## config.mk

```make
export PLATFORM = sky130hd
export DESIGN_NAME = bbce_front
export DESIGN_NICKNAME = d
export VERILOG_FILES = /design/src/hw/rtl/bbce_pkg.sv /design/src/hw/rtl/bbce_front.sv
export SDC_FILE = /design/constraint.sdc
export NUM_CORES = 1
export LEC_CHECK = 0
export ABC_CLOCK_PERIOD_IN_PS = 6600
export CORE_MARGIN = 2
export CORE_UTILIZATION = 40
export DETAILED_ROUTE_END_ITERATION = 6
export DONT_BUFFER_PORTS = 1
export PLACE_DENSITY_LB_ADDON = 0.15
export SKIP_CTS_REPAIR_TIMING = 1
export SYNTH_ARGS = -nofsm -noshare
export SYNTH_HDL_FRONTEND = slang
export SYNTH_SLANG_ARGS = --single-unit
```

## constraint.sdc

```tcl
create_clock -name clk_i -period 6.6 [get_ports clk_i]
set_input_delay 0.66 -clock clk_i [delete_from_list [all_inputs] [get_ports clk_i]]
set_output_delay 0.66 -clock clk_i [all_outputs]
set_load 0.005 [all_outputs]
```

## src/hw/rtl/bbce_pkg.sv

```systemverilog
// Shared types and constants for the breakpoint curve evaluator.
// No dependencies; imported by every module of the block.
package bbce_pkg;

  localparam int unsigned DefMaxPoints = 64;
  localparam int unsigned TimeW  = 24;
  localparam int unsigned ValueW = 16;
  localparam int unsigned CfgW   = 7;

  // Operation decided by the front end for one queued item.
  typedef enum logic [1:0] {
    OP_LOAD,
    OP_EVAL,
    OP_SKIP
  } op_e;

  // One classified item as it sits in the queue.
  typedef struct packed {
    op_e               op;
    logic [5:0]        slot;
    logic [TimeW-1:0]  ptime;
    logic [ValueW-1:0] pvalue;
    logic [ValueW-1:0] pcurve;
    logic [TimeW-1:0]  position;
  } item_t;

  // Sequencer states of the back end.
  typedef enum logic [3:0] {
    ST_IDLE,
    ST_FIRST,
    ST_LAST,
    ST_SCAN,
    ST_DIV,
    ST_CPM,
    ST_CPA,
    ST_CPD,
    ST_MUL,
    ST_FIN,
    ST_OUT
  } state_e;

endpackage

```

## src/hw/rtl/bbce_front.sv

```systemverilog
// Front end: accepts input items, classifies them and holds them in a
// two-entry queue. Depends on bbce_pkg.
module bbce_front
  import bbce_pkg::*;
#(
  parameter int unsigned MAX_POINTS = DefMaxPoints
) (
  input  logic              clk_i,
  input  logic              rst_ni,
  input  logic              in_valid_i,
  output logic              in_ready_o,
  input  logic              kind_i,
  input  logic [5:0]        point_slot_i,
  input  logic [TimeW-1:0]  point_time_i,
  input  logic [ValueW-1:0] point_value_i,
  input  logic [ValueW-1:0] point_curve_i,
  input  logic [TimeW-1:0]  position_i,
  output logic              q_valid_o,
  output item_t             q_item_o,
  input  logic              q_pop_i
);

  item_t      fifo_q [2];
  logic       wr_ptr_q, rd_ptr_q;
  logic [1:0] cnt_q;
  logic       push;
  item_t      item_in;

  // Classify: loads to a slot beyond the table are dropped.
  always_comb begin
    item_in.slot     = point_slot_i;
    item_in.ptime    = point_time_i;
    item_in.pvalue   = point_value_i;
    item_in.pcurve   = point_curve_i;
    item_in.position = position_i;
    if (kind_i) begin
      item_in.op = OP_EVAL;
    end else if (32'(point_slot_i) < MAX_POINTS) begin
      item_in.op = OP_LOAD;
    end else begin
      item_in.op = OP_SKIP;
    end
  end

  assign in_ready_o = (cnt_q != 2'd2);
  assign push       = in_valid_i && in_ready_o;
  assign q_valid_o  = (cnt_q != 2'd0);
  assign q_item_o   = fifo_q[rd_ptr_q];

  // Queue storage.
  always_ff @(posedge clk_i) begin
    if (push) begin
      fifo_q[wr_ptr_q] <= item_in;
    end
  end

  // Queue pointers and fill count.
  always_ff @(posedge clk_i or negedge rst_ni) begin
    if (!rst_ni) begin
      wr_ptr_q <= 1'b0;
      rd_ptr_q <= 1'b0;
      cnt_q    <= 2'd0;
    end else begin
      if (push) begin
        wr_ptr_q <= ~wr_ptr_q;
      end
      if (q_pop_i) begin
        rd_ptr_q <= ~rd_ptr_q;
      end
      cnt_q <= cnt_q + {1'b0, push} - {1'b0, q_pop_i};
    end
  end

endmodule

```

After elaboration in Yosys (flattened, before gate mapping)

Memories as Yosys holds them, arrays and structs flattened.
Cells that the tools add are included.

Add/subtract/negate cells: 2
Equality and inequality tests: 1
Muxes and demuxes: 3
Bitwise logic cells: 2
Reduce and logical (&&, ||, !) cells: 2

Operator list:

| operator           | count |
|---|---|
| $mux 1             | 3 |
| $add 2x1->2        | 1 |
| $ne 2x2->1 const B | 1 |
| $not 1->1          | 2 |
| $reduce_bool 2->1  | 1 |
| $sub 2x1->2        | 1 |
| $logic_and 1x1->1  | 1 |

Register bits: 4
Memory bits (writable): 174
Bits of input ports: 91
Output and inout port bits: 90
Word-level logic and storage cells: 14
Memories: 1

Memories:

| memory | depth | width | read ports | clocked after memory_dff | write ports | RTL line         | text |
|---|---|---|---|---|---|---|---|
| fifo_q | 2     | 87    | 1          | 0                        | 1           | bbce_front.sv:23 | `item_t fifo_q [2];` |

Depth between registers and ports, before layout

Depth in word-level cells: 4
Gate-level depth with buffers: 5
Gate-level depth less buffers: 5

Worst setup path before layout

OpenSTA, ideal clock, no wires.

Kind: input-to-reg
Start: input in_valid_i
End: memory fifo_q[0][0] (netlist name) (enable)
Library setup time: 0.533 ns
Arrival: 4.391 ns
Path slack: 1.675 ns
Stages on the path: 2
Path through: nand2_1 nor2_1

Word-level cells in the longest chain between the ends: 3

RTL lines:

| item                         | RTL line         | text |
|---|---|---|
| from (decl)                  | bbce_front.sv:10 | `input logic in_valid_i,` |
| $logic_and 1x1->1            | bbce_front.sv:46 | `assign push = in_valid_i && in_ready_o;` |
| $mux 1                       | bbce_front.sv:52 | `if (push) begin` |
| $mux 1 (implied by the code) | bbce_front.sv:53 | `fifo_q[wr_ptr_q] <= item_in;` |
| to (decl)                    | bbce_front.sv:23 |  |

Every way passes these cells.

==> impl_metrics.ini <==
[outcome]
status = finished, final reports clean

[floorplan]
die_width_um = 132
dieArea_um2 = 17400
core.rowCount = 46
start_util = 0.412
io-pin-count = 181
die_h_um = 132
core_um2 = 15900

[clock_tree]
clk_path_buf_depth = 2
cts.sinks = 178
clkTransAtPathRegs_ns = 0.06
numCtsBuffers = 17
htree_levels = 4
cts_root_buf = clkbuf_16
clk_latency_ns = 0.41
cts_tree = done

[sta]
min_period_ns = 3.02
max_slew_margin = 0.558
finalSetupViolations = 0
hold_viol_final = 0
finalCritPeriodShare = 0.457
max_freq_mhz = 331
timing.hold.ws_ns = 0.330
skew_ns = 0.00671
setup-tns-final_ns = 0
slew_viol_final = 0
tightest_slew_ns = 0.664
rsz0062_at_grt = false

[placed_design]
port_buffers = 0
place_congestion = 0.707
dp_hpwl_um = 6960

[detailed_routing]
wl_per_cell_um = 20.3
drt-pass1-iter-count = 4
drtIter0Drc = 144
detail-route-antenna-nets = 0
vias = 2645
drc = 0
drt_wl_total_um = 10800
viasPerCell = 4.97

[pwr]
cellLeakagePower_nw = 2.44
p_per_area_nw_per_um2 = 450
power.internal_w = 0.00246
p_comb_frac = 0.204
swShare = 0.259
pwr-share-clk = 0.296
p_sw_w = 0.000861
total_power_w = 0.00332
power_frac_seq = 0.500
vdd_drop_max_mv = 0.169

[layout]
final_common_cell = edfxtp_1
mostFrequentLayoutCells = edfxtp_1 (174), mux2_2 (67), mux2_4 (20)
synthToLayoutAreaGrowth_pct = 12.5
drive_gt1_frac = 0.386
fin_nets = 395
diodes = 0
nFillCells = 1348

[worst_setup_path]
cpMaxStageDelayCell = dfrtp_4
arrival_ns = 2.36
cpPeakStageDelay_ns = 0.83
crit_required_ns = 5.94
critical_path_class = reg -> out
critPathBufInv = 1
critPathTopFamily = flip-flops
critPathCaptureType = output pin
crit_chain = buf_4 -> mux2_2
start_kind = flip-flop
crit_fanout = 46

[run]
drv_cap = 0

[min_path]
min_path_type = in -> reg

[global_route]
antenna_found_initial = 0
grtUsageTotal = 0.125
grt_max_degree = 51
grt_overflow = 0
grt_pass1_wl_um = 16100
grt_pass1_vias = 2775

[synthesis]
yosysWarnings = 0
syn-num-nets = 382
synth-seq-area-share = 0.811
synth_cells = 290
netlist_area_um2 = 6560
ys_seq_elements = 178
syn_avg_cell_area_um2 = 22.6
synth_cell_types = 19
## flip-flops by register name, indices dropped and copies added (netlist names)
| register | count |
|---|---|
| cnt_q | 2 |
| fifo_q | 174 |
| rd_ptr_q | 1 |
| wr_ptr_q | 1 |
## power groups by stage
stage          sequential (W)  clock, W  combinational (W)
6_report              0.00166  0.000982           0.000679
5_1_grt               0.00169   0.00105           0.000738
3_3_place_gp          0.00169         0           0.000697
4_1_cts               0.00167   0.00101           0.000700
2_1_floorplan         0.00164         0           0.000624
3_5_place_dp          0.00169         0           0.000698
## layer usage
metal,track usage,vias to the layer above,part of all wire
met3,0.0950,9,0.14
met1,0.134,1338,0.37
met4,0.0471,0,0.011
met2,0.188,127,0.47
li1,-,1171,-
met5,0,-,0
## stage by stage
step,instance area [µm²],utilization,cells,worst slack [ns]
after floorplan,6560,-,290,1.68
after global placement,6800,0.426,499,3.99
after detailed placement,6800,0.426,499,3.96
after CTS,7370,0.463,531,3.50
after global routing,7380,0.463,532,3.40
final,7380,0.463,532,3.58
## kinds of logic after synthesis
logic type,share of synthesized area
buf+inv,0.0126
simple gates,0.00515
other cells,0.000571
compound gates,0.00229
fa+ha+maj,0.00191
xor+xnor,0.00534
flops,0.811
mux,0.161
## layout make-up
class	instances	area, µm²	share of cell area
Clock inverter	11	138	0.0186
Sequential cell	178	5330	0.722
Timing Repair Buffer	5	40.0	0.00542
Clock buffer	21	440	0.0596
Multi-Input combinational cell	101	1170	0.158
Tap cell	216	270	0.0366
## path summary, 6_finish.rpt
path / startpoint / to / slack, ns / cells past startpoint
worst min register to register: wr_ptr_q$_DFFE_PN0P_ / wr_ptr_q$_DFFE_PN0P_ / 0.56 / 1
worst max-delay path: rd_ptr_q$_DFFE_PN0P_ / q_item_o[6] / 3.58 / 2
min in group asynchronous: rst_ni / cnt_q[0]$_DFF_PN0_ / 0.53 / 1
worst max register to register: cnt_q[0]$_DFF_PN0_ / fifo_q[1][20]$_DFFE_PP_ / 4.37 / 3
worst min-delay path: q_pop_i / rd_ptr_q$_DFFE_PN0P_ / 0.33 / 1
max in group asynchronous: rst_ni / rd_ptr_q$_DFFE_PN0P_ / 5.86 / 1
## synthesized netlist by cell type
master    number  area [µm²]
edfxtp_1     174        5230
mux2_2        67         754
mux2_4        20         300
buf_2          6        30.0
buf_6          4        45.0
dfrtp_1        4         100
xnor2_1        3        26.3
a21bo_2        1        10.0
a21oi_1        1        5.00
and3_1         1        6.26
buf_4          1        7.51
conb_1         1        3.75
ha_1           1        12.5
nand2_1        1        3.75
nand2b_1       1        6.26
nor2_1         1        3.75
nor3b_1        1        7.51
or2_2          1        6.26
xor2_1         1        8.76
Note: power is estimated with default switching activity, not from simulation.
